<file path="config.mk">
export PLATFORM = sky130hd
export DESIGN_NAME = lhbp_out_buf
export DESIGN_NICKNAME = d
export VERILOG_FILES = /design/src/rtl/load_hit_bimodal_predictor_macros.svh /design/src/rtl/lhbp_pkg.sv /design/src/rtl/lhbp_out_buf.sv
export SDC_FILE = /design/constraint.sdc
export NUM_CORES = 1
export LEC_CHECK = 0
export BUFFER_PORTS_ARGS = -buffer_cell sky130_fd_sc_hd__buf_4
export CORE_MARGIN = 2
export CORE_UTILIZATION = 43
export CTS_CLUSTER_DIAMETER = 60
export DETAILED_ROUTE_END_ITERATION = 10
export GPL_TIMING_DRIVEN = 0
export PLACE_DENSITY = 0.8
export SLEW_MARGIN = 25
export SYNTH_ARGS = -nofsm -noshare
export SYNTH_HDL_FRONTEND = slang
export SYNTH_SLANG_ARGS = --single-unit
</file>
<file path="constraint.sdc">
create_clock -name i_clk -period 2.2 [get_ports i_clk]
set_clock_uncertainty 0.15 [all_clocks]
set_input_delay 0.11 -clock i_clk [delete_from_list [all_inputs] [get_ports i_clk]]
set_output_delay 0.11 -clock i_clk [all_outputs]
set_load 0.03 [all_outputs]
</file>
<file path="src/rtl/load_hit_bimodal_predictor_macros.svh">
// ---------------------------------------------------------------------------
// Load-hit bimodal predictor assertion macros
// Concurrent assertion wrappers; define ASSERT_OFF to compile them away.
// ---------------------------------------------------------------------------
`ifndef LOAD_HIT_BIMODAL_PREDICTOR_MACROS_SVH
`define LOAD_HIT_BIMODAL_PREDICTOR_MACROS_SVH
`ifndef ASSERT_OFF
// Same-cycle implication, held off while reset is asserted
`define LHBP_ASSERT_IMPLIES(lbl, clk, rst_n, ante, cons) \
    lbl: assert property (@(posedge clk) disable iff (!rst_n) (ante) |-> (cons)) \
        else $error("load_hit_bimodal_predictor: implication violated");
// Next-cycle implication, held off while reset is asserted
`define LHBP_ASSERT_NEXT(lbl, clk, rst_n, ante, cons) \
    lbl: assert property (@(posedge clk) disable iff (!rst_n) (ante) |=> (cons)) \
        else $error("load_hit_bimodal_predictor: next-cycle implication violated");
`else
`define LHBP_ASSERT_IMPLIES(lbl, clk, rst_n, ante, cons)
`define LHBP_ASSERT_NEXT(lbl, clk, rst_n, ante, cons)
`endif
`endif

</file>
<file path="src/rtl/lhbp_pkg.sv">
`timescale 1ns / 1ps
// ---------------------------------------------------------------------------
// lhbp_pkg
// Shared types and constants of the load-hit bimodal predictor.
// ---------------------------------------------------------------------------
package lhbp_pkg;

    // Table size; a power of two, so the entry index is the low hash bits
    localparam int TABLE_ENTRIES = 1024;

    // Default for the top-level parameter
    localparam int DEF_HISTORY_BITS  = 8;

    // Field and bus widths
    localparam int ADDR_W     = 64;
    localparam int HIST_OUT_W = 8;
    localparam int S_TDATA_W  = 72;
    localparam int M_TDATA_W  = 16;

    // Index hash: addr ^ (addr >> HASH_SHIFT)
    localparam int HASH_SHIFT = 10;

    // Two-bit saturating counter
    localparam logic [1:0] CTR_MAX     = 2'd3;
    localparam logic [1:0] CTR_MIN     = 2'd0;
    localparam logic [1:0] CTR_HIT_THR = 2'd2;
    localparam logic [1:0] CTR_RESET   = 2'd2;

    typedef enum logic {
        OP_PREDICT = 1'b0,
        OP_UPDATE  = 1'b1
    } t_opcode;

    // Per-request side band carried alongside the index
    typedef struct packed {
        t_opcode op;
        logic    hit;
    } t_tag;

    // Result; packed so that pred lands in bit 0 and hist above it
    typedef struct packed {
        logic [HIST_OUT_W-1:0] hist;
        logic                  pred;
    } t_result;

    // Output buffer occupancy
    typedef struct packed {
        logic out_valid;
        logic skid_valid;
    } t_obuf_stat;

endpackage

</file>
<file path="src/rtl/lhbp_out_buf.sv">
`timescale 1ns / 1ps
// ---------------------------------------------------------------------------
// lhbp_out_buf
// Output register with one skid entry; the pipeline advances while the
// skid entry is free.
// ---------------------------------------------------------------------------
module lhbp_out_buf
    import lhbp_pkg::*;
(
    input  logic                 i_clk,
    input  logic                 i_rst_n,
    input  logic                 i_valid,
    input  t_result              i_res,
    output logic                 o_adv,
    output t_obuf_stat           o_stat,
    output logic                 m_tvalid,
    input  logic                 m_tready,
    output logic [M_TDATA_W-1:0] m_tdata
);

    logic    r_out_vld;
    logic    r_skid_vld;
    t_result r_out_res;
    t_result r_skid_res;
    logic    take;

    assign take = r_out_vld && m_tready;

    // Occupancy
    always_ff @(posedge i_clk) begin
        if (!i_rst_n) begin
            r_out_vld  <= 1'b0;
            r_skid_vld <= 1'b0;
        end else if (r_skid_vld) begin
            if (take) begin
                r_skid_vld <= 1'b0;
            end
        end else if (i_valid) begin
            if (!r_out_vld || take) begin
                r_out_vld <= 1'b1;
            end else begin
                r_skid_vld <= 1'b1;
            end
        end else if (take) begin
            r_out_vld <= 1'b0;
        end
    end

    // Hold, refill from the skid entry, or take the new result
    always_ff @(posedge i_clk) begin
        if (r_skid_vld) begin
            if (take) begin
                r_out_res <= r_skid_res;
            end
        end else if (i_valid) begin
            if (!r_out_vld || take) begin
                r_out_res <= i_res;
            end else begin
                r_skid_res <= i_res;
            end
        end
    end

    assign o_adv             = !r_skid_vld;
    assign o_stat.out_valid  = r_out_vld;
    assign o_stat.skid_valid = r_skid_vld;
    assign m_tvalid          = r_out_vld;
    assign m_tdata           = M_TDATA_W'(r_out_res);

endmodule

</file>
==> qor.log <==
qor: worst_setup_path.worst_path_largest_cell_delay 660 ps
qor: clock_network.cts.sinks 20
qor: floorplan.core_area 1780 um^2
qor: floorplan.vert_die_dim 48.1 um
qor: grt.grt_pass1_wl 2170 um
qor: power_and_ir_drop.pwr-share-comb 0.226
qor: power_and_ir_drop.proportion_of_power_drawn_by_the_clock_network 0.207
qor: finish.nNetsFinal 114
qor: floorplan.core.rowCount 15
qor: finish.drive_gt1_frac 0.480
qor: worst_setup_path.path_delay_family compound AO/OA/AOI/OAI gates
qor: yosys.netlist.top_cell.by_area sky130_fd_sc_hd__edfxtp_1
qor: clock_network.cts-htree-levels 1
qor: floorplan.effective_utilization_at_floorplan 0.469
qor: worst_setup_path.critical_path.n_buffers_inverters 1
qor: grt.grt_antenna_before_repair 0
qor: worst_setup_path.critPathKind flop to flop
qor: min_path.hp-class primary input to flop
qor: drt.totalWireLength 1470 um
qor: timing.finalHoldWorstSlack 317 ps
qor: worst_setup_path.cp.required 1970 ps
qor: floorplan.io-pin-count 33
qor: clock_network.clk-insertion-delay-late 280 ps
qor: power_and_ir_drop.share_seq_of_total_power 0.567
qor: placed_design.dp_hpwl 1040 um
qor: timing.hold_violations 0
qor: clock_network.numCtsBuffers 3
qor: yosys.post_synth_inst_count 52
qor: worst_setup_path.worst-r2r-setup-slack 300 ps
qor: finish.diodes_inserted 0
qor: drt.firstDrtPassIters 2
qor: timing.maxClockFrequency 526 MHz
qor: worst_setup_path.worstPathCellList buf_6, mux2i_1, a21oi_1
qor: yosys.synthDominantCellAreaShare 0.646
qor: finish.layout.cells.most_common sky130_fd_sc_hd__buf_4
qor: worst_setup_path.endpoint_of_the_worst_register_to_register_path m_tdata[4]$_DFFE_PP_
qor: floorplan.die_width 48.1 um
qor: worst_setup_path.critical_path.startpoint_type flop
qor: worst_setup_path.cpMaxStageDelayCell sky130_fd_sc_hd__a21oi_1
qor: power_and_ir_drop.power.switching_fraction 0.252
qor: floorplan.fp.dieArea 2320 um^2
qor: timing.worst_slew_pin_slew 834 ps
qor: drt.vias_per_cell 4.37
qor: placed_design.place_congestion 0.663
qor: drt.drc 0
qor: grt.first_global_vias 512
qor: worst_setup_path.worstPathMaxFanout 10
qor: clock_network.hold_buffer_count_at_cts 13
qor: finish.syn_to_layout_area_delta 47.5%
qor: clock_network.cts_resized 0
qor: finish.instances_no_fill 125
qor: power_and_ir_drop.switchingPower 201 uW
qor: min_path.hold_path_depth 3
qor: power_and_ir_drop.power_report.internal_total 596 uW
qor: yosys.synth_area_leaders sky130_fd_sc_hd__edfxtp_1 65%, sky130_fd_sc_hd__mux2_2 12%, sky130_fd_sc_hd__buf_4 8.1%, sky130_fd_sc_hd__dfxtp_1 4.8%, sky130_fd_sc_hd__buf_6 1.3%
qor: worst_setup_path.critical_path.reg2reg.startpoint r_skid_vld$_SDFF_PN0_
qor: finish.utilization 0.693
qor: flow_run.maxCapViolations 0
qor: clock_network.cts_max_path_buffers 2
qor: timing.grt_setup_unrepaired no
qor: worst_setup_path.reg2reg_depth 3
qor: timing.fin_setup_tns 0 ps
qor: timing.report.final.setup_viol 0
qor: drt.routed_vias 546
qor: min_path.launch_instance_of_the_worst_min_delay_path i_valid
qor: grt.globalRouteOverflowTotal 0
qor: timing.timing_max_transition_violations_final 0
qor: clock_network.cts.reportedPaths.clkPinSlew 100 ps
qor: power_and_ir_drop.worst_ir_drop_vdd 509 uV
qor: outcome.outcome finished clean
qor: power_and_ir_drop.pwr_density_cell 645 nW/um^2
qor: grt.grt_usage 0.141
qor: timing.slew_headroom 0.444
qor: clock_network.cts-root-buf sky130_fd_sc_hd__clkbuf_4
qor: yosys.synth_seq_cells 20
qor: timing.finalCriticalPeriod 1900 ps
qor: yosys.yosys.cell_types.count 15
qor: placed_design.placed_cells 108
qor: finish.mostFrequentLayoutCells 34 x sky130_fd_sc_hd__buf_4, 18 x sky130_fd_sc_hd__edfxtp_1, 13 x sky130_fd_sc_hd__dlygate4sd3_1
qor: grt.grt_start_max_net_pins 12
qor: worst_setup_path.worstSetupEndpointType flop
qor: yosys.syn_avg_cell_area 16.1 um^2
qor: yosys.synth-seq-area-share 0.694
qor: clock_network.cts_setup_buffers 0
qor: drt.wl_per_cell 11.8 um
qor: clock_network.clock_tree_from_tritoncts done
qor: min_path.hold-path-endpoint m_tdata[3]$_DFFE_PP_
qor: drt.antenna_left 0
qor: timing.final.period_utilization 0.864
qor: worst_setup_path.critical_path_arrival 1670 ps
qor: power_and_ir_drop.p_leak 0.516 nW
qor: yosys.synthesis.area 837 um^2
qor: placed_design.buffer_ports.inserted 25
qor: drt.initial_detailed_routing_violation_count 3
qor: yosys.synth-warning-count 0
==> sequential cells by signal (all words and copies together), names as in the netlist <==
| signal | flops |
|---|---|
| m_tdata | 9 |
| r_skid_res | 9 |
| m_tvalid | 1 |
| r_skid_vld | 1 |
==> power by group through the flow <==
stage / logic, mW / registers [mW] / clock network [mW]
after floorplan: 0.0712 / 0.492 / 0
after global placement: 0.158 / 0.459 / 0
after detailed placement: 0.162 / 0.461 / 0
after CTS: 0.181 / 0.452 / 0.174
after global routing: 0.191 / 0.455 / 0.190
final: 0.180 / 0.452 / 0.165
==> cell usage after synthesis (all sizes together) <==
library cell,count
a211oi,1
a21oi,2
and2b,1
and4,1
buf,10
conb,1
dfxtp,2
edfxtp,18
inv,3
mux2,9
mux2i,1
nand2,1
nand3b,1
o21ai,1
==> final cells by class <==
cell class	count	area [um^2]
Buffer	10	78.8
Clock buffer	4	26.3
Fill cell	120	548
Inverter	3	11.3
Multi-Input combinational cell	25	189
Sequential cell	20	581
Tap cell	25	31.3
Timing Repair Buffer	38	318
==> metrics by stage <==
step / instance area [um^2] / worst slack [ps] / power (mW)
floorplan: 860 / 457 / 0.563
global placement: 1080 / 283 / 0.617
detailed placement: 1080 / 263 / 0.623
CTS: 1230 / 245 / 0.807
global route: 1230 / 166 / 0.837
finish: 1230 / 299 / 0.797
==> worst reg2reg max path: stages, from the launching register on <==
cell and delay, ps:
sky130_fd_sc_hd__dfxtp_1 460, sky130_fd_sc_hd__buf_6 190, sky130_fd_sc_hd__mux2i_1 80, sky130_fd_sc_hd__a21oi_1 660
==> how the worst max path moves through the flow <==
stage	cells after the start	endpoint	slack (ps)	start
detailed placement	3	m_tdata[7]$_DFFE_PP_	260	r_skid_vld$_SDFF_PN0_
global route	3	m_tdata[4]$_DFFE_PP_	170	r_skid_vld$_SDFF_PN0_
global placement	3	m_tdata[7]$_DFFE_PP_	280	r_skid_vld$_SDFF_PN0_
finish	3	m_tdata[4]$_DFFE_PP_	300	r_skid_vld$_SDFF_PN0_
CTS	3	m_tdata[5]$_DFFE_PP_	240	r_skid_vld$_SDFF_PN0_
floorplan	2	m_tdata[0]$_DFFE_PP_	460	m_tvalid$_SDFFE_PN0P_
==> logic make-up after synthesis <==
group,share of synthesized area
AND/OR/NAND/NOR,0.0344
AO/OA/AOI/OAI,0.0269
multiplexers,0.133
flip-flops,0.694
other,0.00448
buffers and inverters,0.108
==> layer usage <==
| metal | vias up | GRT usage | part of all wire |
|---|---|---|---|
| met4 | 0 | 0.0486 | 0.011 |
| li1 | 272 | - | - |
| met2 | 21 | 0.261 | 0.56 |
| met3 | 2 | 0.0333 | 0.043 |
| met5 | - | 0 | 0 |
| met1 | 251 | 0.158 | 0.39 |
No activity file was read; power rests on OpenSTA's default activity.
