==> src/rtl/load_hit_bimodal_predictor_macros.svh <==
// ---------------------------------------------------------------------------
// Load-hit bimodal predictor assertion macros
// Concurrent assertion wrappers; define ASSERT_OFF to compile them away.
// ---------------------------------------------------------------------------
`ifndef LOAD_HIT_BIMODAL_PREDICTOR_MACROS_SVH
`define LOAD_HIT_BIMODAL_PREDICTOR_MACROS_SVH
`ifndef ASSERT_OFF
// Same-cycle implication, held off while reset is asserted
`define LHBP_ASSERT_IMPLIES(lbl, clk, rst_n, ante, cons) \
    lbl: assert property (@(posedge clk) disable iff (!rst_n) (ante) |-> (cons)) \
        else $error("load_hit_bimodal_predictor: implication violated");
// Next-cycle implication, held off while reset is asserted
`define LHBP_ASSERT_NEXT(lbl, clk, rst_n, ante, cons) \
    lbl: assert property (@(posedge clk) disable iff (!rst_n) (ante) |=> (cons)) \
        else $error("load_hit_bimodal_predictor: next-cycle implication violated");
`else
`define LHBP_ASSERT_IMPLIES(lbl, clk, rst_n, ante, cons)
`define LHBP_ASSERT_NEXT(lbl, clk, rst_n, ante, cons)
`endif
`endif

==> src/rtl/lhbp_pkg.sv <==
`timescale 1ns / 1ps
// ---------------------------------------------------------------------------
// lhbp_pkg
// Shared types and constants of the load-hit bimodal predictor.
// ---------------------------------------------------------------------------
package lhbp_pkg;

    // Table size; a power of two, so the entry index is the low hash bits
    localparam int TABLE_ENTRIES = 1024;

    // Default for the top-level parameter
    localparam int DEF_HISTORY_BITS  = 8;

    // Field and bus widths
    localparam int ADDR_W     = 64;
    localparam int HIST_OUT_W = 8;
    localparam int S_TDATA_W  = 72;
    localparam int M_TDATA_W  = 16;

    // Index hash: addr ^ (addr >> HASH_SHIFT)
    localparam int HASH_SHIFT = 10;

    // Two-bit saturating counter
    localparam logic [1:0] CTR_MAX     = 2'd3;
    localparam logic [1:0] CTR_MIN     = 2'd0;
    localparam logic [1:0] CTR_HIT_THR = 2'd2;
    localparam logic [1:0] CTR_RESET   = 2'd2;

    typedef enum logic {
        OP_PREDICT = 1'b0,
        OP_UPDATE  = 1'b1
    } t_opcode;

    // Per-request side band carried alongside the index
    typedef struct packed {
        t_opcode op;
        logic    hit;
    } t_tag;

    // Result; packed so that pred lands in bit 0 and hist above it
    typedef struct packed {
        logic [HIST_OUT_W-1:0] hist;
        logic                  pred;
    } t_result;

    // Output buffer occupancy
    typedef struct packed {
        logic out_valid;
        logic skid_valid;
    } t_obuf_stat;

endpackage

==> src/rtl/lhbp_train.sv <==
`timescale 1ns / 1ps
// ---------------------------------------------------------------------------
// lhbp_train
// Entry update stage: counter training, history shift, prediction and
// write-back, with forwarding between back-to-back requests to one entry.
// ---------------------------------------------------------------------------
module lhbp_train
    import lhbp_pkg::*;
#(
    parameter int HISTORY_BITS  = DEF_HISTORY_BITS
) (
    input  logic                             i_clk,
    input  logic                             i_rst_n,
    input  logic                             i_adv,
    input  logic                             i_enable,
    input  logic                             i_valid,
    input  logic [$clog2(TABLE_ENTRIES)-1:0] i_idx,
    input  t_tag                             i_tag,
    input  logic [HISTORY_BITS+1:0]          i_rdata,
    output logic                             o_we,
    output logic [$clog2(TABLE_ENTRIES)-1:0] o_waddr,
    output logic [HISTORY_BITS+1:0]          o_wdata,
    output logic                             o_res_valid,
    output t_result                          o_res
);

    localparam int IW     = $clog2(TABLE_ENTRIES);
    localparam int WORD_W = HISTORY_BITS + 2;

    logic                    r_x_vld;
    logic [IW-1:0]           r_x_idx;
    t_tag                    r_x_tag;
    logic                    r_fwd;
    logic [WORD_W-1:0]       r_fwd_word;

    logic [WORD_W-1:0]       cur_word;
    logic [1:0]              cur_cnt;
    logic [HISTORY_BITS-1:0] cur_hist;
    logic [1:0]              upd_cnt;
    logic [HISTORY_BITS:0]   shifted;
    logic                    upd;
    logic [WORD_W-1:0]       new_word;
    logic [1:0]              new_cnt;
    logic [HISTORY_BITS-1:0] new_hist;

    // Stage valid
    always_ff @(posedge i_clk) begin
        if (!i_rst_n) begin
            r_x_vld <= 1'b0;
        end else if (i_adv) begin
            r_x_vld <= i_valid;
        end
    end

    // Capture the request; forward this entry's value if the next one matches
    always_ff @(posedge i_clk) begin
        if (i_adv) begin
            r_x_idx    <= i_idx;
            r_x_tag    <= i_tag;
            r_fwd      <= r_x_vld && (r_x_idx == i_idx);
            r_fwd_word <= new_word;
        end
    end

    // Pick the up-to-date entry
    assign cur_word = r_fwd ? r_fwd_word : i_rdata;
    assign cur_cnt  = cur_word[1:0];
    assign cur_hist = cur_word[WORD_W-1:2];

    // Saturating counter step
    always_comb begin
        upd_cnt = cur_cnt;
        if (r_x_tag.hit) begin
            if (cur_cnt != CTR_MAX) begin
                upd_cnt = cur_cnt + 2'd1;
            end
        end else begin
            if (cur_cnt != CTR_MIN) begin
                upd_cnt = cur_cnt - 2'd1;
            end
        end
    end

    // Shift the outcome in, drop the oldest bit
    assign shifted  = {cur_hist, r_x_tag.hit};
    assign upd      = i_enable && (r_x_tag.op == OP_UPDATE);
    assign new_cnt  = upd ? upd_cnt : cur_cnt;
    assign new_hist = upd ? shifted[HISTORY_BITS-1:0] : cur_hist;
    assign new_word = {new_hist, new_cnt};

    assign o_we    = i_adv && r_x_vld && upd;
    assign o_waddr = r_x_idx;
    assign o_wdata = new_word;

    assign o_res_valid = r_x_vld;
    assign o_res.pred  = i_enable && (new_cnt >= CTR_HIT_THR);
    assign o_res.hist  = HIST_OUT_W'(new_hist);

endmodule

==> config.mk <==
export PLATFORM = sky130hd
export DESIGN_NAME = lhbp_train
export DESIGN_NICKNAME = d
export VERILOG_FILES = /design/src/rtl/load_hit_bimodal_predictor_macros.svh /design/src/rtl/lhbp_pkg.sv /design/src/rtl/lhbp_train.sv
export SDC_FILE = /design/constraint.sdc
export NUM_CORES = 1
export LEC_CHECK = 0
export CORE_ASPECT_RATIO = 2
export CORE_MARGIN = 5
export CORE_UTILIZATION = 40
export DETAILED_ROUTE_END_ITERATION = 12
export DONT_BUFFER_PORTS = 1
export GPL_ROUTABILITY_DRIVEN = 0
export PLACE_DENSITY = 0.53
export SETUP_SLACK_MARGIN = 0.15
export SYNTH_ARGS = -nofsm -noshare
export SYNTH_HDL_FRONTEND = slang
export SYNTH_SLANG_ARGS = --single-unit
==> constraint.sdc <==
create_clock -name i_clk -period 1.5 [get_ports i_clk]
set_input_delay 0.225 -clock i_clk [delete_from_list [all_inputs] [get_ports i_clk]]
set_output_delay 0.225 -clock i_clk [all_outputs]
set_load 0.01 [all_outputs]
==> key figures <==
Run status
  – Status: finished, violations left
  – Violated checks: setup timing

Die
  – Die ar.: 0.004344 sq mm
  – I/O pin count: slightly below 60
  – Die X: a little under 50 um
  – Core area: 0.002978 sq mm
  – # rows: 28
  – Starting Density: just over 40%
  – DIE HEIGHT: 88.34 um

Timing
  – Final Hold Fails: 0
  – Final min period: 1.685 ns
  – Final setup skew: 0.001164 ns
  – Final Cycle Share: 112.3%
  – Final setup TNS: -2.280 ns
  – Setup violators final: 17
  – Slew HR: a little under 80%
  – Fmax: 0.5936 GHz
  – RSZ-0062 raised after global routing: true
  – Setup WS post-layout: -0.1848 ns
  – Worst-Margin Slew: approximately 0.30 ns
  – Max-slew violations: 0

Power
  – Pwr Density: ~1100 mW/mm^2
  – LEAKAGE: 0.4284 nW
  – Max rail drop VDD: around 0.55 mV

Layout
  – Final core utilization: around 44%
  – Layout area overhead: 7.544%
  – Design Area, Final: approximately 0.0013 sq mm
  – Diodes inserted: 0
  – Layout Nets: 105
  – Layout cell share with drive strength beyond 1: 35.06%

Global route
  – Largest net degree at the start of global routing: 26
  – Global-route wire length before repair: around 3.6 mm
  – Grt ovf: 0
  – Total Routing Usage GR: between 10 and 15%
  – Vias in the first global route: ~760
  – Initial antenna violation count: 0

Clocking
  – CTS Buf Count: 3
  – Clock-pin slew on the worst setup and hold paths: ~0.08 ns
  – Depth of the CTS H-tree: 1
  – Root Driver: clkbuf_8
  – Clk sinks: 24
  – CTS Buffer Depth: 2
  – CTS tree: yes
  – Worst-Skew Late Latency: between 0.2 and 0.3 ns

Setup path
  – Slowest cell delay on critical path: 0.40 ns
  – WP data required: between 1 and 1.5 ns
  – Family with the most delay on the worst path: flip-flops
  – Setup CP Type: reg2out
  – CP Data Arrival Time: between 1 and 1.5 ns
  – Critical Path End Type: output pin
  – Buf+Inv Stages, Crit Path: 1
  – Crit path max-delay cell type: edfxtp_1
  – Crit-path cells: buf_6, mux2_4, o2bb2ai_2, o21a_1
  – Worst-path maximum fanout: 5
  – Crit path launch type: flip-flop

Detailed routing
  – # DRC: 0
  – Starting DRT DRC Count: 16
  – Routed WL per cell: 21.47 um
  – Final wirelength: around 2.3 mm
  – Antenna viol nets, final: 0
  – Post-DR vias/cell: 6.000
  – Via Count: roughly 640
  – First-pass DRT Iterations: 4

Logic synthesis
  – Post-Synthesis Cells: 76
  – Syn Nets: between 100 and 150
  – Post-synthesis cell area: about 0.0012 sq mm
  – Syn Area/Cell: 16.15 sq um
  – Synth unique cells: 25
  – Yosys Warn Count: 0
  – Sequential share of the synthesized area: 57.90%
  – Yosys reg bits: 24

Flow run
  – Max Cap Viol: 0

Placed design
  – DP Wirelength: roughly 1.8 mm
  – Placed inst area: ~0.0012 sq mm
  – PortBufs: 0

Min path
  – Hold Path Class: in2reg
==> cells in the final DEF, fill, tap and decap left out <==
cell type,Yosys,layout
a21oi_2,0,1
clkinv_1,0,1
mux2_4,0,1
xnor2_1,10,10
a21o_1,1,1
buf_6,1,2
mux2i_1,3,2
clkbuf_8,0,3
o22ai_2,0,1
nand4_1,2,2
nor2b_1,1,1
o2bb2ai_2,0,1
o21ai_1,2,2
edfxtp_1,23,23
dfxtp_1,1,1
and3_4,0,1
a21oi_4,0,1
nor3_1,1,1
nand3_1,1,1
nand2_1,2,1
a21oi_1,4,2
mux2i_4,1,1
buf_4,8,5
mux4_2,2,7
nor2_1,1,1
o21a_1,1,1
nand2_2,0,1
and2_4,0,1
mux2i_2,0,1
==> power breakdown <==
group          total (mW)  internal, mW  switching (mW)
Clock               0.377         0.183           0.195
Combinational       0.210         0.103           0.106
Sequential          0.848         0.800          0.0484
==> cell families (layout without fill, tap and decap cells) <==
| family | after synthesis | after routing | share of synthesized area, % |
|---|---|---|---|
| flops | 24 | 24 | 57.90 |
| xor+xnor | 10 | 10 | 7.135 |
| compound gates | 10 | 10 | 4.894 |
| simple gates | 10 | 10 | 4.281 |
| buf+inv | 10 | 11 | 6.218 |
| mux | 12 | 12 | 19.57 |
==> per-stage QoR <==
step	total power [mW]	worst slack, ns	hold WS [ns]	instances
after floorplan	1.062	0.03185	0.3239	76
after global placement	1.050	0.06663	0.3240	100
after detailed placement	1.051	0.04374	0.3240	100
after CTS	1.448	-0.2026	0.04329	105
after global routing	1.506	-0.2679	0.03466	107
final	1.435	-0.1848	0.05426	107
==> layer usage <==
layer	part of all wire (%)	track usage, %	wire [um]
met5	0	0	0
met4	1.1	5.882	25
met3	11	5.565	250
met2	55	18.92	1265
met1	33	10.76	755
==> flip-flops by register name, indices dropped and copies added, names as in the netlist <==
name         flops
o_waddr         10
r_x_tag          2
r_fwd_word      10
o_res_valid      1
r_fwd            1
==> cell usage after synthesis (all sizes together) <==
master / count / area [sq um]
o21ai: 2 / 10.01
nand4: 2 / 12.51
a21o: 1 / 7.510
dfxtp: 1 / 20.02
and2: 1 / 6.260
and3: 1 / 6.260
xnor2: 10 / 87.58
mux2: 1 / 11.26
mux4: 7 / 176.4
mux2i: 4 / 52.55
nor2: 1 / 3.750
nor3: 1 / 5.000
nand2: 2 / 7.510
nor2b: 1 / 6.260
nand3: 1 / 5.000
buf: 10 / 76.32
o22ai: 1 / 6.260
o2bb2ai: 1 / 8.760
a21oi: 4 / 20.02
edfxtp: 23 / 690.7
o21a: 1 / 7.510
==> worst paths after layout <==
check,start,to,slack (ns),cells after the start
max reg2reg,r_fwd$_DFFE_PP_,r_fwd_word[3]$_DFFE_PP_,0.05,2
min,i_idx[3],o_waddr[3]$_DFFE_PP_,0.05,0
min reg2reg,o_res_valid$_SDFFE_PN0P_,o_res_valid$_SDFFE_PN0P_,0.62,2
max,r_fwd$_DFFE_PP_,o_res[0],-0.18,4
==> worst register-to-register path, stage by stage, from the launching register on <==
cell	delay, ns
edfxtp_1	0.37
buf_4	0.19
mux4_2	0.61
==> repair_timing <==
item                       CTS  global route
resized for setup            6             5
setup endpoints to repair   29            30
pin swaps                    5             3
hold buffers                 0             0
buffers inserted             1             2
==> layout make-up <==
type / count / area [sq um]
multi-input combinational: 42 / 466.7
fill: 266 / 1658
sequential: 24 / 710.7
clock buffer: 3 / 41.29
timing repair buffer: 7 / 60.06
tap: 30 / 37.54
clock inverter: 1 / 3.754
No activity file was read; power rests on OpenSTA's default activity.
