`src/rtl/load_hit_bimodal_predictor_macros.svh`:
```
// ---------------------------------------------------------------------------
// Load-hit bimodal predictor assertion macros
// Concurrent assertion wrappers; define ASSERT_OFF to compile them away.
// ---------------------------------------------------------------------------
`ifndef LOAD_HIT_BIMODAL_PREDICTOR_MACROS_SVH
`define LOAD_HIT_BIMODAL_PREDICTOR_MACROS_SVH
`ifndef ASSERT_OFF
// Same-cycle implication, held off while reset is asserted
`define LHBP_ASSERT_IMPLIES(lbl, clk, rst_n, ante, cons) \
    lbl: assert property (@(posedge clk) disable iff (!rst_n) (ante) |-> (cons)) \
        else $error("load_hit_bimodal_predictor: implication violated");
// Next-cycle implication, held off while reset is asserted
`define LHBP_ASSERT_NEXT(lbl, clk, rst_n, ante, cons) \
    lbl: assert property (@(posedge clk) disable iff (!rst_n) (ante) |=> (cons)) \
        else $error("load_hit_bimodal_predictor: next-cycle implication violated");
`else
`define LHBP_ASSERT_IMPLIES(lbl, clk, rst_n, ante, cons)
`define LHBP_ASSERT_NEXT(lbl, clk, rst_n, ante, cons)
`endif
`endif

```
`src/rtl/lhbp_pkg.sv`:
```
`timescale 1ns / 1ps
// ---------------------------------------------------------------------------
// lhbp_pkg
// Shared types and constants of the load-hit bimodal predictor.
// ---------------------------------------------------------------------------
package lhbp_pkg;

    // Table size; a power of two, so the entry index is the low hash bits
    localparam int TABLE_ENTRIES = 1024;

    // Default for the top-level parameter
    localparam int DEF_HISTORY_BITS  = 8;

    // Field and bus widths
    localparam int ADDR_W     = 64;
    localparam int HIST_OUT_W = 8;
    localparam int S_TDATA_W  = 72;
    localparam int M_TDATA_W  = 16;

    // Index hash: addr ^ (addr >> HASH_SHIFT)
    localparam int HASH_SHIFT = 10;

    // Two-bit saturating counter
    localparam logic [1:0] CTR_MAX     = 2'd3;
    localparam logic [1:0] CTR_MIN     = 2'd0;
    localparam logic [1:0] CTR_HIT_THR = 2'd2;
    localparam logic [1:0] CTR_RESET   = 2'd2;

    typedef enum logic {
        OP_PREDICT = 1'b0,
        OP_UPDATE  = 1'b1
    } t_opcode;

    // Per-request side band carried alongside the index
    typedef struct packed {
        t_opcode op;
        logic    hit;
    } t_tag;

    // Result; packed so that pred lands in bit 0 and hist above it
    typedef struct packed {
        logic [HIST_OUT_W-1:0] hist;
        logic                  pred;
    } t_result;

    // Output buffer occupancy
    typedef struct packed {
        logic out_valid;
        logic skid_valid;
    } t_obuf_stat;

endpackage

```
`src/rtl/lhbp_hash_mod.sv`:
```
`timescale 1ns / 1ps
// ---------------------------------------------------------------------------
// lhbp_hash_mod
// Input register: address hash reduced to a table index. The table size is
// a power of two, so the reduction keeps the low hash bits.
// ---------------------------------------------------------------------------
module lhbp_hash_mod
    import lhbp_pkg::*;
(
    input  logic                             i_clk,
    input  logic                             i_rst_n,
    input  logic                             i_adv,
    input  logic                             i_valid,
    input  logic [ADDR_W-1:0]                i_addr,
    input  t_tag                             i_tag,
    output logic                             o_valid,
    output logic [$clog2(TABLE_ENTRIES)-1:0] o_idx,
    output t_tag                             o_tag
);

    localparam int IW = $clog2(TABLE_ENTRIES);

    logic          r_vld;
    logic [IW-1:0] r_idx;
    t_tag          r_tag;
    logic [IW-1:0] idx;

    // Low bits of addr ^ (addr >> HASH_SHIFT)
    assign idx = i_addr[IW-1:0] ^ i_addr[HASH_SHIFT +: IW];

    // Advance the valid bit with the pipeline
    always_ff @(posedge i_clk) begin
        if (!i_rst_n) begin
            r_vld <= 1'b0;
        end else if (i_adv) begin
            r_vld <= i_valid;
        end
    end

    // Capture the index and the side band
    always_ff @(posedge i_clk) begin
        if (i_adv) begin
            r_idx <= idx;
            r_tag <= i_tag;
        end
    end

    assign o_valid = r_vld;
    assign o_idx   = r_idx;
    assign o_tag   = r_tag;

endmodule

```
`config.mk`:
```
export PLATFORM = sky130hd
export DESIGN_NAME = lhbp_hash_mod
export DESIGN_NICKNAME = d
export VERILOG_FILES = /design/src/rtl/load_hit_bimodal_predictor_macros.svh /design/src/rtl/lhbp_pkg.sv /design/src/rtl/lhbp_hash_mod.sv
export SDC_FILE = /design/constraint.sdc
export NUM_CORES = 1
export LEC_CHECK = 0
export BUFFER_PORTS_ARGS = -buffer_cell sky130_fd_sc_hd__buf_4
export CORE_AREA = 3 3 46 48
export DETAILED_ROUTE_END_ITERATION = 7
export DIE_AREA = 0 0 49 51
export PLACE_DENSITY_LB_ADDON = 0.08
export SETUP_SLACK_MARGIN = 0.5
export SYNTH_ARGS = -nofsm -noshare
export SYNTH_HDL_FRONTEND = slang
export SYNTH_SLANG_ARGS = --single-unit
export TNS_END_PERCENT = 30
```
`constraint.sdc`:
```
create_clock -name i_clk -period 0.87 [get_ports i_clk]
set_input_delay 0.0435 -clock i_clk [delete_from_list [all_inputs] [get_ports i_clk]]
set_output_delay 0.0435 -clock i_clk [all_outputs]
set_load 0.05 [all_outputs]
```
==> impl_metrics.toml, run 1 <==
[outcome]
outcome = "complete, but fails checks"
violations = "hold timing"

[setup_path]
cp_num_buf_inv = 1
crit_type = "flip-flop to output port"
critPathLaunch = "o_idx[1]$_DFFE_PP_"
path_max_fanout = 1
cp_top_family = "flip-flops"
required_ns = 0.83
crit_slowest_cell = "edfxtp_1"
reg2reg_from = "o_valid$_SDFFE_PN0P_"
ff2ff_setup_slack_ns = 0.24
crit_chain = "buf_6"
cp-start-kind = "flip-flop"
endpoint_kind = "output port"
arrival_ns = 0.83
worstRegToRegCells = 2
max_stage_delay_ns = 0.39
cp_num_cells = 1

[job]
drv_cap = 0

[timing]
whs_ns = -0.0488
hold_violations = 3
slew_viol_final = 0
worst_slew_pin_slew_ns = 0.167
maxSlewHeadroom_pct = 88.9
rsz0062_at_grt = "true"
fin_skew_ns = 0
finalSetupViolations = 0
max_freq_ghz = 1.15
period_share_pct = 99.9
min_period_ns = 0.869
final.setup.worst_slack_ns = 0.000787

[clocking]
cts_max_level = 1
cts.path.max_buffers = 2
post_cts_buffers = 0
cts-root-buf = "clkbuf_4"
cts.clk_slew.worst_paths_ns = 0.08
worstSkewPairLatency_ns = 0.26
cts_sinks = 13
cts_buffers = 3
tritoncts = "built"

[synthesis]
ys_ff_latch = 13
synth_cell_types = 5
synthCells = 25
ys_seq_area_share_pct = 78.6
synthFlopType = "edfxtp_1"
ys_async_sr_fraction_pct = 0
syn-cell-area_um2 = 484
synth_top_area_share_pct = 74.4
synth.area.top_cells = "edfxtp_1 (74%), xor2_1 (18%), dfxtp_1 (4.1%), mux2i_1 (2.1%), nor2b_1 (1.3%)"
syn-mean-instance-area_um2 = 19.4
synth_area_leader_cell = "edfxtp_1"
ys_top_cells_by_count = "edfxtp_1 (12), xor2_1 (10), dfxtp_1 (1), mux2i_1 (1), nor2b_1 (1)"
yosys_warnings = 0
synth-edff-count = 12
syn_nets = 95
yosysMostFrequentCell = "edfxtp_1"

[place]
place_ws_ns = 0.252
postPlaceCellArea_um2 = 805
post-dp-hpwl_um = 737
gp_congestion = 0.594
portBuffers = 38

[final_layout]
fin_area_um2 = 883
diodes = 0
area_growth_syn_to_layout_pct = 82.4
nNetsFinal = 138
drive_gt1_share_pct = 62.7

[route]
wl_um = 897
ant_nets = 0
routed_via_density = 3.80
num_vias = 350
drc = 0
drt_first_iter_violations = 3
first_pass_iters = 3
wl_per_cell_um = 9.75

[die]
start_util_pct = 27.7
chipWidth_um = 49
die-area_um2 = 2500
core_um2 = 1750
io_pins = 83
die_height_um = 51
rows = 15

[pwr]
p_per_area_nw_per_um2 = 1830
vdd_drop_max_v = 0.000790
p_leak_nw = 0.392
p_total_mw = 1.61

[global_route]
grt_max_degree = 14
gr-total-overflow = 0
grt_pass1_wl_um = 1500
antenna_found_initial = 0
grt_util_all_layers_pct = 8.21
grt_pass1_vias = 375

[worst_hold_path]
hold_depth = 1
hold_class = "input port to flip-flop"
hold_start = "i_tag[0]"
## final timing paths
kind | to
min reg2reg | o_valid$_SDFFE_PN0P_
max reg2reg | o_valid$_SDFFE_PN0P_
max | o_idx[1]
min | o_tag[0]$_DFFE_PP_
## through the flow
stage          instances  utilization, %  TNS, ns  hold WS (ns)
6_report              92            50.6        0       -0.0488
5_1_grt               92            50.6   -0.351       -0.0686
4_1_cts               92            50.6  -0.0767       -0.0629
3_5_place_dp          88            46.1        0         0.223
3_3_place_gp          88            46.1        0         0.223
2_1_floorplan         25               -        0         0.142
## area by class of cell
type / count / area [um^2]
Clock buffer: 4 / 26.3
Sequential cell: 13 / 384
Tap cell: 25 / 31.3
Timing Repair Buffer: 38 / 338
Fill cell: 165 / 862
Multi-Input combinational cell: 12 / 104
## cells by family after synthesis
kind of cell / Yosys count / share of synthesized area (%)
DFF: 13 / 78.6
xor gates and xnor gates: 10 / 18.1
muxes: 1 / 2.07
and+or+nand+nor: 1 / 1.29
## registers in the layout (all words and copies together) (netlist names)
| signal | flops |
|---|---|
| o_idx | 10 |
| o_tag | 2 |
| o_valid | 1 |
## what timing repair did
action / 4_1_cts / 5_1_grt
pin swaps: 0 / 0
endpoints found under the setup margin: 14 / 14
gates resized for setup: 14 / 0
hold endpoints to repair: 3 / 3
## routing by layer
layer / up-vias / track usage, % / routed length [um]
met3: 0 / 4.66 / 127
met5: - / 0 / 0
met2: 27 / 13.3 / 440
met1: 149 / 8.42 / 329
met4: 0 / 4.27 / 0
li1: 174 / - / -
## placed cells by master, fill, tap and decap left out
| master | n |
|---|---|
| buf_4 | 25 |
| edfxtp_1 | 12 |
| buf_6 | 12 |
| xor2_1 | 10 |
| clkbuf_4 | 3 |
| mux2i_1 | 1 |
| nor2b_1 | 1 |
| clkbuf_1 | 1 |
| dfxtp_4 | 1 |
| buf_8 | 1 |
## where the power goes
part | internal [mW] | switching [mW]
registers | 0.755 | 0.0268
clock network | 0.177 | 0.180
logic | 0.203 | 0.273
No activity file was read; power rests on OpenSTA's default activity.
==> inputs of run 2 (changes only) <==
Settings changed: CORE_AREA 3 3 46 48 to 2 2 45 47, DIE_AREA 0 0 49 51 to 0 0 47 49.
==> run 2 against run 1 <==
Compared with the run above:
- global-route usage is 0.75 points higher
- die area is 7.8% lower
- clock power fell by 1%
- the flow still finishes with violations (hold timing)
- sequential cell count unchanged
- critical endpoint is now o_idx[8]
- largest cell class unchanged
- via count shrank 0.57%
==> impl_metrics.toml, run 2 (same netlist as run 1, synthesis figures left out) <==
[setup_path]
crit_type = "flip-flop to output port"
cp_top_family = "flip-flops"
cp_num_buf_inv = 1
cp-start-kind = "flip-flop"
crit_chain = "buf_6"
max_stage_delay_ns = 0.39
worstRegToRegCells = 2
crit_slowest_cell = "edfxtp_1"
endpoint_kind = "output port"
arrival_ns = 0.83
path_max_fanout = 1
required_ns = 0.83
cp_num_cells = 1

[timing]
hold_violations = 3
finalSetupViolations = 0
slew_viol_final = 0
period_share_pct = 99.8
max_freq_ghz = 1.15
rsz0062_at_grt = "true"
whs_ns = -0.0503
final.setup.worst_slack_ns = 0.00147
min_period_ns = 0.869
fin_skew_ns = 0
worst_slew_pin_slew_ns = 0.165
maxSlewHeadroom_pct = 89.0

[clocking]
cts.clk_slew.worst_paths_ns = 0.07
cts_sinks = 13
cts_buffers = 3
cts.path.max_buffers = 2
worstSkewPairLatency_ns = 0.26
tritoncts = "built"
post_cts_buffers = 0
cts-root-buf = "clkbuf_4"
cts_max_level = 1

[global_route]
grt_util_all_layers_pct = 8.96
grt_max_degree = 14
grt_pass1_vias = 327
antenna_found_initial = 0
grt_pass1_wl_um = 1350
gr-total-overflow = 0

[route]
routed_via_density = 3.70
num_vias = 348
first_pass_iters = 1
drc = 0
wl_per_cell_um = 8.62
drt_first_iter_violations = 0
ant_nets = 0
wl_um = 810

[final_layout]
largest_register_ffs = 10
multi_input_area_um2 = 104
fin_cells = 94
fillers = 187
regArea_um2 = 384
drive_gt1_share_pct = 62.7
layout_commonest_cell = "buf_4"
mostFrequentLayoutCells = "buf_4 (25), edfxtp_1 (12), buf_6 (12), xor2_1 (10), clkbuf_4 (3)"
fin_area_um2 = 886
nNetsFinal = 138
diodes = 0
area_growth_syn_to_layout_pct = 82.9

[die]
io_pins = 83
die_height_um = 49
core_um2 = 1840
rows = 16
start_util_pct = 26.3
die-area_um2 = 2300
chipWidth_um = 47

[place]
placed_cells = 90
portBuffers = 38
place_ws_ns = 0.253
postPlaceCellArea_um2 = 807
post-dp-hpwl_um = 674
gp_congestion = 0.595

[outcome]
outcome = "complete, but fails checks"
violations = "hold timing"

[pwr]
vdd_drop_max_v = 0.000733
p_total_mw = 1.61
p_leak_nw = 0.392
p_per_area_nw_per_um2 = 1820

[job]
drv_cap = 0

[worst_hold_path]
hold_depth = 1
hold_class = "input port to flip-flop"
==> run 2: cell counts in the layout (fill, tap and decap cells not counted) <==
No cell type changed its count.
==> run 2: metrics by stage <==
stage | util, % | TNS, ns
after global placement | 43.8 | 0
after global routing | 48.1 | -0.392
after detailed placement | 43.8 | 0
after CTS | 48.1 | -0.0787
final | 48.1 | 0
after floorplan | - | 0
==> run 2: repair_timing <==
| action | in CTS | in global routing |
|---|---|---|
| gates resized for setup | 14 | 0 |
| hold endpoints to repair | 3 | 3 |
| cloned | 0 | 0 |
| endpoints found under the setup margin | 14 | 14 |
==> run 2: final timing paths <==
path	from	end	slack (ns)
setup / recovery	o_idx[8]$_DFFE_PP_	o_idx[8]	0.001
hold / removal	i_tag[1]	o_tag[1]$_DFFE_PP_	-0.05
setup reg to reg	o_valid$_SDFFE_PN0P_	o_valid$_SDFFE_PN0P_	0.24
hold reg to reg	o_valid$_SDFFE_PN0P_	o_valid$_SDFFE_PN0P_	0.54
==> run 2: worst reg2reg max path, delay by kind of cell (launching register included) <==
family	cells	cell delay, ns
DFF	1	0.35
muxes	1	0.12
and+or+nand+nor	1	0.05
==> run 2: routing by layer <==
| layer | share of wire [%] | vias up | GRT usage (%) |
|---|---|---|---|
| met4 | 1.9 | 0 | 6.94 |
| li1 | - | 173 | - |
| met3 | 12 | 2 | 4.44 |
| met1 | 32 | 148 | 8.71 |
| met5 | 0 | - | 0 |
| met2 | 54 | 25 | 13.7 |
==> run 2: final cells by class <==
cell class,count,area share [%]
timing repair buffer,38,38.1
sequential,13,43.4
multi-input combinational,12,11.7
tap,27,3.81
clock buffer,4,2.97
==> run 2: report_power, final <==
part           leakage (nW)  total (mW)  switching (mW)  internal (mW)
Combinational         0.250       0.476           0.273          0.203
Clock                0.0150       0.353           0.176          0.177
Sequential            0.126       0.781          0.0264          0.755
