$ cat config.mk
export PLATFORM = sky130hd
export DESIGN_NAME = lhbp_ram
export DESIGN_NICKNAME = d
export VERILOG_FILES = /design/src/rtl/load_hit_bimodal_predictor_macros.svh /design/src/rtl/lhbp_ram.sv
export SDC_FILE = /design/constraint.sdc
export NUM_CORES = 1
export LEC_CHECK = 0
export BUFFER_PORTS_ARGS = -buffer_cell sky130_fd_sc_hd__buf_2
export CAP_MARGIN = 20
export CORE_MARGIN = 2
export CORE_UTILIZATION = 60
export CTS_CLUSTER_DIAMETER = 120
export DETAILED_ROUTE_END_ITERATION = 12
export GPL_ROUTABILITY_DRIVEN = 0
export PLACE_DENSITY = 0.77
export REMOVE_ABC_BUFFERS = 1
export SLEW_MARGIN = 30
export SYNTH_ARGS = -nofsm -noshare
export SYNTH_HDL_FRONTEND = slang
export SYNTH_SLANG_ARGS = --single-unit
export TNS_END_PERCENT = 1
$ cat constraint.sdc
create_clock -name i_clk -period 4.8 [get_ports i_clk]
set_input_delay 0.48 -clock i_clk [delete_from_list [all_inputs] [get_ports i_clk]]
set_output_delay 0.48 -clock i_clk [all_outputs]
set_load 0.01 [all_outputs]
$ cat src/rtl/load_hit_bimodal_predictor_macros.svh
// ---------------------------------------------------------------------------
// Load-hit bimodal predictor assertion macros
// Concurrent assertion wrappers; define ASSERT_OFF to compile them away.
// ---------------------------------------------------------------------------
`ifndef LOAD_HIT_BIMODAL_PREDICTOR_MACROS_SVH
`define LOAD_HIT_BIMODAL_PREDICTOR_MACROS_SVH
`ifndef ASSERT_OFF
// Same-cycle implication, held off while reset is asserted
`define LHBP_ASSERT_IMPLIES(lbl, clk, rst_n, ante, cons) \
    lbl: assert property (@(posedge clk) disable iff (!rst_n) (ante) |-> (cons)) \
        else $error("load_hit_bimodal_predictor: implication violated");
// Next-cycle implication, held off while reset is asserted
`define LHBP_ASSERT_NEXT(lbl, clk, rst_n, ante, cons) \
    lbl: assert property (@(posedge clk) disable iff (!rst_n) (ante) |=> (cons)) \
        else $error("load_hit_bimodal_predictor: next-cycle implication violated");
`else
`define LHBP_ASSERT_IMPLIES(lbl, clk, rst_n, ante, cons)
`define LHBP_ASSERT_NEXT(lbl, clk, rst_n, ante, cons)
`endif
`endif

$ cat src/rtl/lhbp_ram.sv
`timescale 1ns / 1ps
// ---------------------------------------------------------------------------
// lhbp_ram
// Generic single-write, single-read RAM with registered read data.
// ---------------------------------------------------------------------------
module lhbp_ram #(
    parameter int WIDTH = 8,
    parameter int DEPTH = 16
) (
    input  logic                     i_clk,
    input  logic                     i_we,
    input  logic [$clog2(DEPTH)-1:0] i_waddr,
    input  logic [WIDTH-1:0]         i_wdata,
    input  logic                     i_re,
    input  logic [$clog2(DEPTH)-1:0] i_raddr,
    output logic [WIDTH-1:0]         o_rdata
);

    logic [WIDTH-1:0] r_mem [DEPTH];
    logic [WIDTH-1:0] r_rdata;

    // Write port
    always_ff @(posedge i_clk) begin
        if (i_we) begin
            r_mem[i_waddr] <= i_wdata;
        end
    end

    // Read port, old data on a same-address write
    always_ff @(posedge i_clk) begin
        if (i_re) begin
            r_rdata <= r_mem[i_raddr];
        end
    end

    assign o_rdata = r_rdata;

endmodule

==> impl_metrics.py, run 1 <==
metrics = {
    "outcome": {
        "status": "finished clean",
    },
    "sta": {
        "skew_ps": 9.24,
        "fin_crit_ps": 1770,
        "grt_setup_unrepaired": "no",
        "timing.setup.tns_ps": 0,
        "hold_viol": 0,
        "worst-slew-pin-transition_ps": 1010,
        "finalSetupViolCount": 0,
        "relSlewSlack": 0.326,
        "max_freq_mhz": 566,
        "fin_crit_sh": 0.368,
        "slew_violations": 0,
        "layout_setup_ws_ps": 3030,
    },
    "floorplan": {
        "row_count": 34,
        "core-area_um2": 8590,
        "initial_core_util": 0.608,
        "dieArea_um2": 9480,
        "io_pins": 27,
        "die_w_um": 97.3,
        "fp.dieH_um": 97.3,
    },
    "global_routing": {
        "grt_pass1_wl_um": 15000,
        "first_global_vias": 2482,
        "track_usage": 0.225,
        "antenna_found_initial": 0,
        "overflow": 0,
        "grt_max_degree": 33,
    },
    "place": {
        "dpl.hpwl_um": 5890,
        "dp_slack_ps": 2490,
        "io_buffers": 26,
        "dp.cells": 357,
    },
    "yosys": {
        "syn_avg_cell_area_um2": 22.8,
        "synth-seq-cells": 136,
        "yosysWarnings": 0,
        "synth_cell_type_count": 18,
        "seq_area_frac_synth": 0.781,
        "syn_area_um2": 5230,
        "synthCells": 229,
    },
    "setup_path": {
        "r2r_start": "r_mem[11][7]",
        "cp_slowest_stage_delay_ps": 770,
        "cp_data_required_time_ps": 4930,
        "critical_path.top_delay_family": "simple AND/OR/NAND/NOR gates",
        "worstPathCellList": "buf_2 -> or3b_2 -> nor2_1",
        "crit_buf_inv": 1,
        "cp.arrival_ps": 1890,
        "path_max_fanout": 8,
        "startpoint_type": "input pin",
        "crit_slowest_cell": "nor2_1",
        "worstSetupPathType": "in2reg",
        "r2r-end": "o_rdata[7]",
        "end_kind": "flop",
        "reg2reg_depth": 3,
        "cp.depth": 3,
        "rrSetupSlack_ps": 3310,
    },
    "min_path": {
        "hold_start": "i_wdata[0]",
        "hold_class": "in2reg",
        "hold_end": "r_mem[9][0]",
        "holdPathStages": 1,
    },
    "finish": {
        "post-route-util": 0.705,
        "area_delta_synth_final_pct": 15.9,
        "fin_nets": 287,
        "drive_above_1_share": 0.288,
        "final_cells": 389,
        "antenna-diode-count": 0,
    },
    "clock_tree": {
        "clk_latency_ps": 510,
        "cts_max_level": 4,
        "cts_tree": "done",
        "hold_buffers": 0,
        "root_buffer": "clkbuf_8",
        "cts.repair.resized": 0,
        "cts_buffers": 17,
        "path_clk_slew_ps": 60,
        "clockBufferDepth": 2,
        "cts_sinks": 136,
        "post_cts_buffers": 0,
    },
    "detailed_routing": {
        "firstDrtPassIters": 6,
        "ant_nets": 0,
        "wl_per_cell_um": 25.9,
        "vias": 2486,
        "first_iter_violations": 368,
        "drt-total-wl_um": 10100,
        "vias_per_cell": 6.39,
        "drc": 0,
    },
    "pwr": {
        "leakage_nw": 2.02,
        "ir_drop_mv": 0.241,
        "power_mw": 2.80,
        "power_density_nw_per_um2": 462,
    },
    "job": {
        "maxCapViolCount": 0,
    },
}
## how the worst max path moves through the flow
stage                           from          end  slack (ps)
after floorplan           i_waddr[2]  r_mem[0][0]        2830
after global placement    i_raddr[0]   o_rdata[7]        2210
after detailed placement  i_waddr[2]  r_mem[3][2]        2490
after CTS                 i_waddr[2]  r_mem[3][7]        3030
after global routing      i_raddr[0]   o_rdata[7]        3040
final                     i_waddr[2]  r_mem[2][2]        3030
## worst register-to-register path, cell delays in order (launching register included)
cell      delay, ps
edfxtp_1        370
mux4_2          480
a22oi_1         290
nand2_1          90
## cells in the mapped netlist
| cell | n | area, um2 |
|---|---|---|
| edfxtp_1 | 136 | 4080 |
| mux4_2 | 18 | 405 |
| a22oi_1 | 16 | 120 |
| mux4_1 | 14 | 368 |
| nor2_1 | 13 | 48.8 |
| nand2_1 | 9 | 33.8 |
| nor3_1 | 4 | 20.0 |
| buf_2 | 3 | 15.0 |
| buf_6 | 3 | 33.8 |
| clkdlybuf4s25_2 | 3 | 30.0 |
| nand2b_1 | 2 | 12.5 |
| nand3b_1 | 2 | 15.0 |
| and2_1 | 1 | 6.26 |
| and2b_1 | 1 | 7.51 |
| buf_4 | 1 | 7.51 |
| nand3_1 | 1 | 5.00 |
| nor2b_1 | 1 | 6.26 |
| or3b_2 | 1 | 8.76 |
## kinds of logic (layout without fill, tap and decap cells)
family                 Yosys count  in the layout  synth area share
AND/OR/NAND/NOR                 35             35            0.0314
multiplexers                    32             32             0.148
AO/OA/AOI/OAI                   16             16            0.0230
flip-flops                     136            136             0.781
buffers and inverters           10             62            0.0165
## power breakdown
part	total, mW	switching, mW	internal (mW)
sequential	1.35	0.00766	1.34
combinational	0.117	0.0698	0.0469
clock	1.33	0.487	0.847
total	2.80	0.564	2.23
## registers in the layout, summed over array words and instances (netlist names)
name	count
r_mem	128
o_rdata	8
## cells in the final DEF (no fill, tap or decap)
master | Yosys | routed
and2_1 | 1 | 1
nor3_1 | 4 | 4
bufinv_16 | 0 | 4
a22oi_1 | 16 | 16
clkinv_4 | 0 | 3
nand2_1 | 9 | 9
mux4_1 | 14 | 14
clkbuf_16 | 0 | 16
clkbuf_8 | 0 | 1
buf_4 | 1 | 5
clkinvlp_4 | 0 | 4
nor2b_1 | 1 | 1
clkbuf_1 | 0 | 1
nand2b_1 | 2 | 2
nand3_1 | 1 | 1
or3b_2 | 1 | 1
and2b_1 | 1 | 1
clkinv_2 | 0 | 1
nand3b_1 | 2 | 2
nor2_1 | 13 | 12
mux4_2 | 18 | 18
inv_6 | 0 | 2
edfxtp_1 | 136 | 136
buf_2 | 3 | 25
nor2_2 | 0 | 1
## per-stage QoR
step | cell area, um2 | hold WS (ps)
after global placement | 5440 | 727
after CTS | 6060 | 332
final | 6060 | 346
after floorplan | 5140 | 579
after global routing | 6060 | 322
after detailed placement | 5440 | 729
## metal layers
layer | GRT usage | up-vias | part of all wire
met1 | 0.345 | 1276 | 0.42
li1 | - | 1059 | -
met2 | 0.326 | 136 | 0.47
met4 | 0.0716 | 0 | 0.017
met3 | 0.0568 | 15 | 0.086
met5 | 0 | - | 0
## layout make-up
class	count	area, um2
timing repair buffer	30	163
multi-input combinational	83	1060
clock buffer	18	418
sequential	136	4080
tap	108	135
clock inverter	14	199
fill	503	2530
(Power assumes the default switching activity.)
==> run 2, diff against run 1 <==
--- a/config.mk
+++ b/config.mk
@@ -8,11 +8,11 @@
 export BUFFER_PORTS_ARGS = -buffer_cell sky130_fd_sc_hd__buf_2
 export CAP_MARGIN = 20
 export CORE_MARGIN = 2
-export CORE_UTILIZATION = 60
+export CORE_UTILIZATION = 54
 export CTS_CLUSTER_DIAMETER = 120
 export DETAILED_ROUTE_END_ITERATION = 12
 export GPL_ROUTABILITY_DRIVEN = 0
-export PLACE_DENSITY = 0.77
+export PLACE_DENSITY = 0.73
 export REMOVE_ABC_BUFFERS = 1
 export SLEW_MARGIN = 30
 export SYNTH_ARGS = -nofsm -noshare
==> constraint.sdc (replaced) <==
create_clock -name i_clk -period 1.48 [get_ports i_clk]
set_input_delay 0.148 -clock i_clk [delete_from_list [all_inputs] [get_ports i_clk]]
set_output_delay 0.148 -clock i_clk [all_outputs]
set_load 0.01 [all_outputs]
==> impl_metrics.py, run 2 (synthesis gave the netlist of run 1 again) <==
metrics = {
    "outcome": {
        "status": "finished clean",
    },
    "finish": {
        "antenna-diode-count": 0,
        "layout_common_cells": "edfxtp_1 (136), buf_2 (26), mux4_2 (20), buf_4 (18), clkbuf_16 (16)",
        "largest_register_ffs": 128,
        "regMostFlops": "r_mem",
        "final_common_cell": "edfxtp_1",
        "post-route-util": 0.674,
        "drive_above_1_share": 0.336,
        "final_area_um2": 6290,
        "area_delta_synth_final_pct": 20.3,
        "fin_nets": 308,
        "final_cells": 430,
    },
    "pwr": {
        "power_density_nw_per_um2": 1430,
        "ir_drop_mv": 0.781,
        "power_mw": 9.01,
        "leakage_nw": 2.13,
    },
    "setup_path": {
        "critical_path.top_delay_family": "multiplexers",
        "startpoint_type": "flop",
        "crit_slowest_cell": "mux4_1",
        "worstPathCellList": "mux4_1 -> a22oi_2 -> nand2_1",
        "cp_data_required_time_ps": 1740,
        "crit_buf_inv": 0,
        "path_max_fanout": 1,
        "critPathLaunch": "r_mem[1][1]",
        "r2r_start": "r_mem[1][1]",
        "end_kind": "flop",
        "worstSetupPathType": "reg2reg",
        "cp_slowest_stage_delay_ps": 530,
        "cp.arrival_ps": 1720,
    },
    "sta": {
        "grt_setup_unrepaired": "no",
        "hold_viol": 0,
        "relSlewSlack": 0.462,
        "layout_setup_ws_ps": 21.8,
        "skew_ps": 4.92,
        "fin_crit_sh": 0.985,
        "worst-slew-pin-transition_ps": 806,
        "fin_crit_ps": 1460,
        "max_freq_mhz": 686,
        "finalSetupViolCount": 0,
        "slew_violations": 0,
    },
    "place": {
        "dp.cells": 396,
        "dp_slack_ps": -216,
        "placed_cell_area_um2": 5650,
        "io_buffers": 26,
        "dpl.hpwl_um": 5970,
    },
    "global_routing": {
        "overflow": 0,
        "antenna_found_initial": 0,
        "grt_max_degree": 20,
        "track_usage": 0.207,
        "grt_pass1_wl_um": 14900,
        "first_global_vias": 2644,
    },
    "detailed_routing": {
        "wl_per_cell_um": 22.3,
        "first_iter_violations": 143,
        "vias": 2501,
        "firstDrtPassIters": 4,
        "vias_per_cell": 5.82,
        "drc": 0,
        "drt-total-wl_um": 9590,
        "ant_nets": 0,
    },
    "floorplan": {
        "dieArea_um2": 10500,
        "core-area_um2": 9330,
        "initial_core_util": 0.560,
        "die_w_um": 102,
        "row_count": 35,
        "fp.dieH_um": 102,
        "io_pins": 27,
    },
    "clock_tree": {
        "cts_max_level": 4,
        "cts_buffers": 17,
        "cts_tree": "done",
        "root_buffer": "clkbuf_8",
        "cts_sinks": 136,
        "clk_latency_ps": 510,
        "path_clk_slew_ps": 60,
        "clockBufferDepth": 2,
    },
    "job": {
        "maxCapViolCount": 0,
    },
    "min_path": {
        "hold_start": "i_wdata[3]",
        "hold_class": "in2reg",
    },
}
==> run 2: changes by cell type in the layout (fill, tap and decap cells not counted), sizes merged <==
| cell | delta |
|---|---|
| clkinv | +1 |
| inv | -2 |
| buf | +18 |
| dlygate4sd3 | +3 |
==> run 2: metrics by stage <==
| stage | hold WS [ps] | setup TNS (ps) |
|---|---|---|
| floorplan | 247 | -1290 |
| global placement | 527 | -1040 |
| detailed placement | 532 | -1200 |
| CTS | 0.987 | 0 |
| global route | 18.2 | 0 |
| finish | 16.4 | 0 |
==> run 2: worst paths after layout <==
check	to	slack [ps]	cells after the start
setup / recovery	o_rdata[1]	20	3
hold / removal	r_mem[14][3]	20	1
setup reg to reg	o_rdata[1]	20	3
hold reg to reg	o_rdata[0]	760	3
==> run 2: worst reg2reg max path: stages, from the launching register on <==
cell and delay, ps:
edfxtp_1 380, mux4_1 530, a22oi_2 210, nand2_1 80
==> run 2: cell type report <==
type                       count  area (um2)
tap                          129         161
fill                         594        3040
multi-input combinational     83        1070
clock inverter                13         180
timing repair buffer          51         375
sequential                   136        4080
clock buffer                  18         418
==> run 2: metal layers <==
layer  GRT usage  vias up  share of wire
li1            -     1102              -
met1       0.281     1291           0.43
met2       0.321       84           0.49
met3      0.0451       24          0.049
met4       0.108        0          0.028
met5           0        -              0
==> run 2: repair_timing <==
action | CTS | global route
hold buffers | 3 | 0
buffers inserted | 0 | 0
gates cloned | 0 | 0
hold endpoints to repair | 13 | 0
gates resized for setup | 2 | 4
pin swaps | 1 | 1
endpoints found under the setup margin | 2 | 3
==> run 2: report_power, final <==
part           internal, mW  switching [mW]
sequential             4.34          0.0245
clock                  2.71            1.51
combinational         0.191           0.234
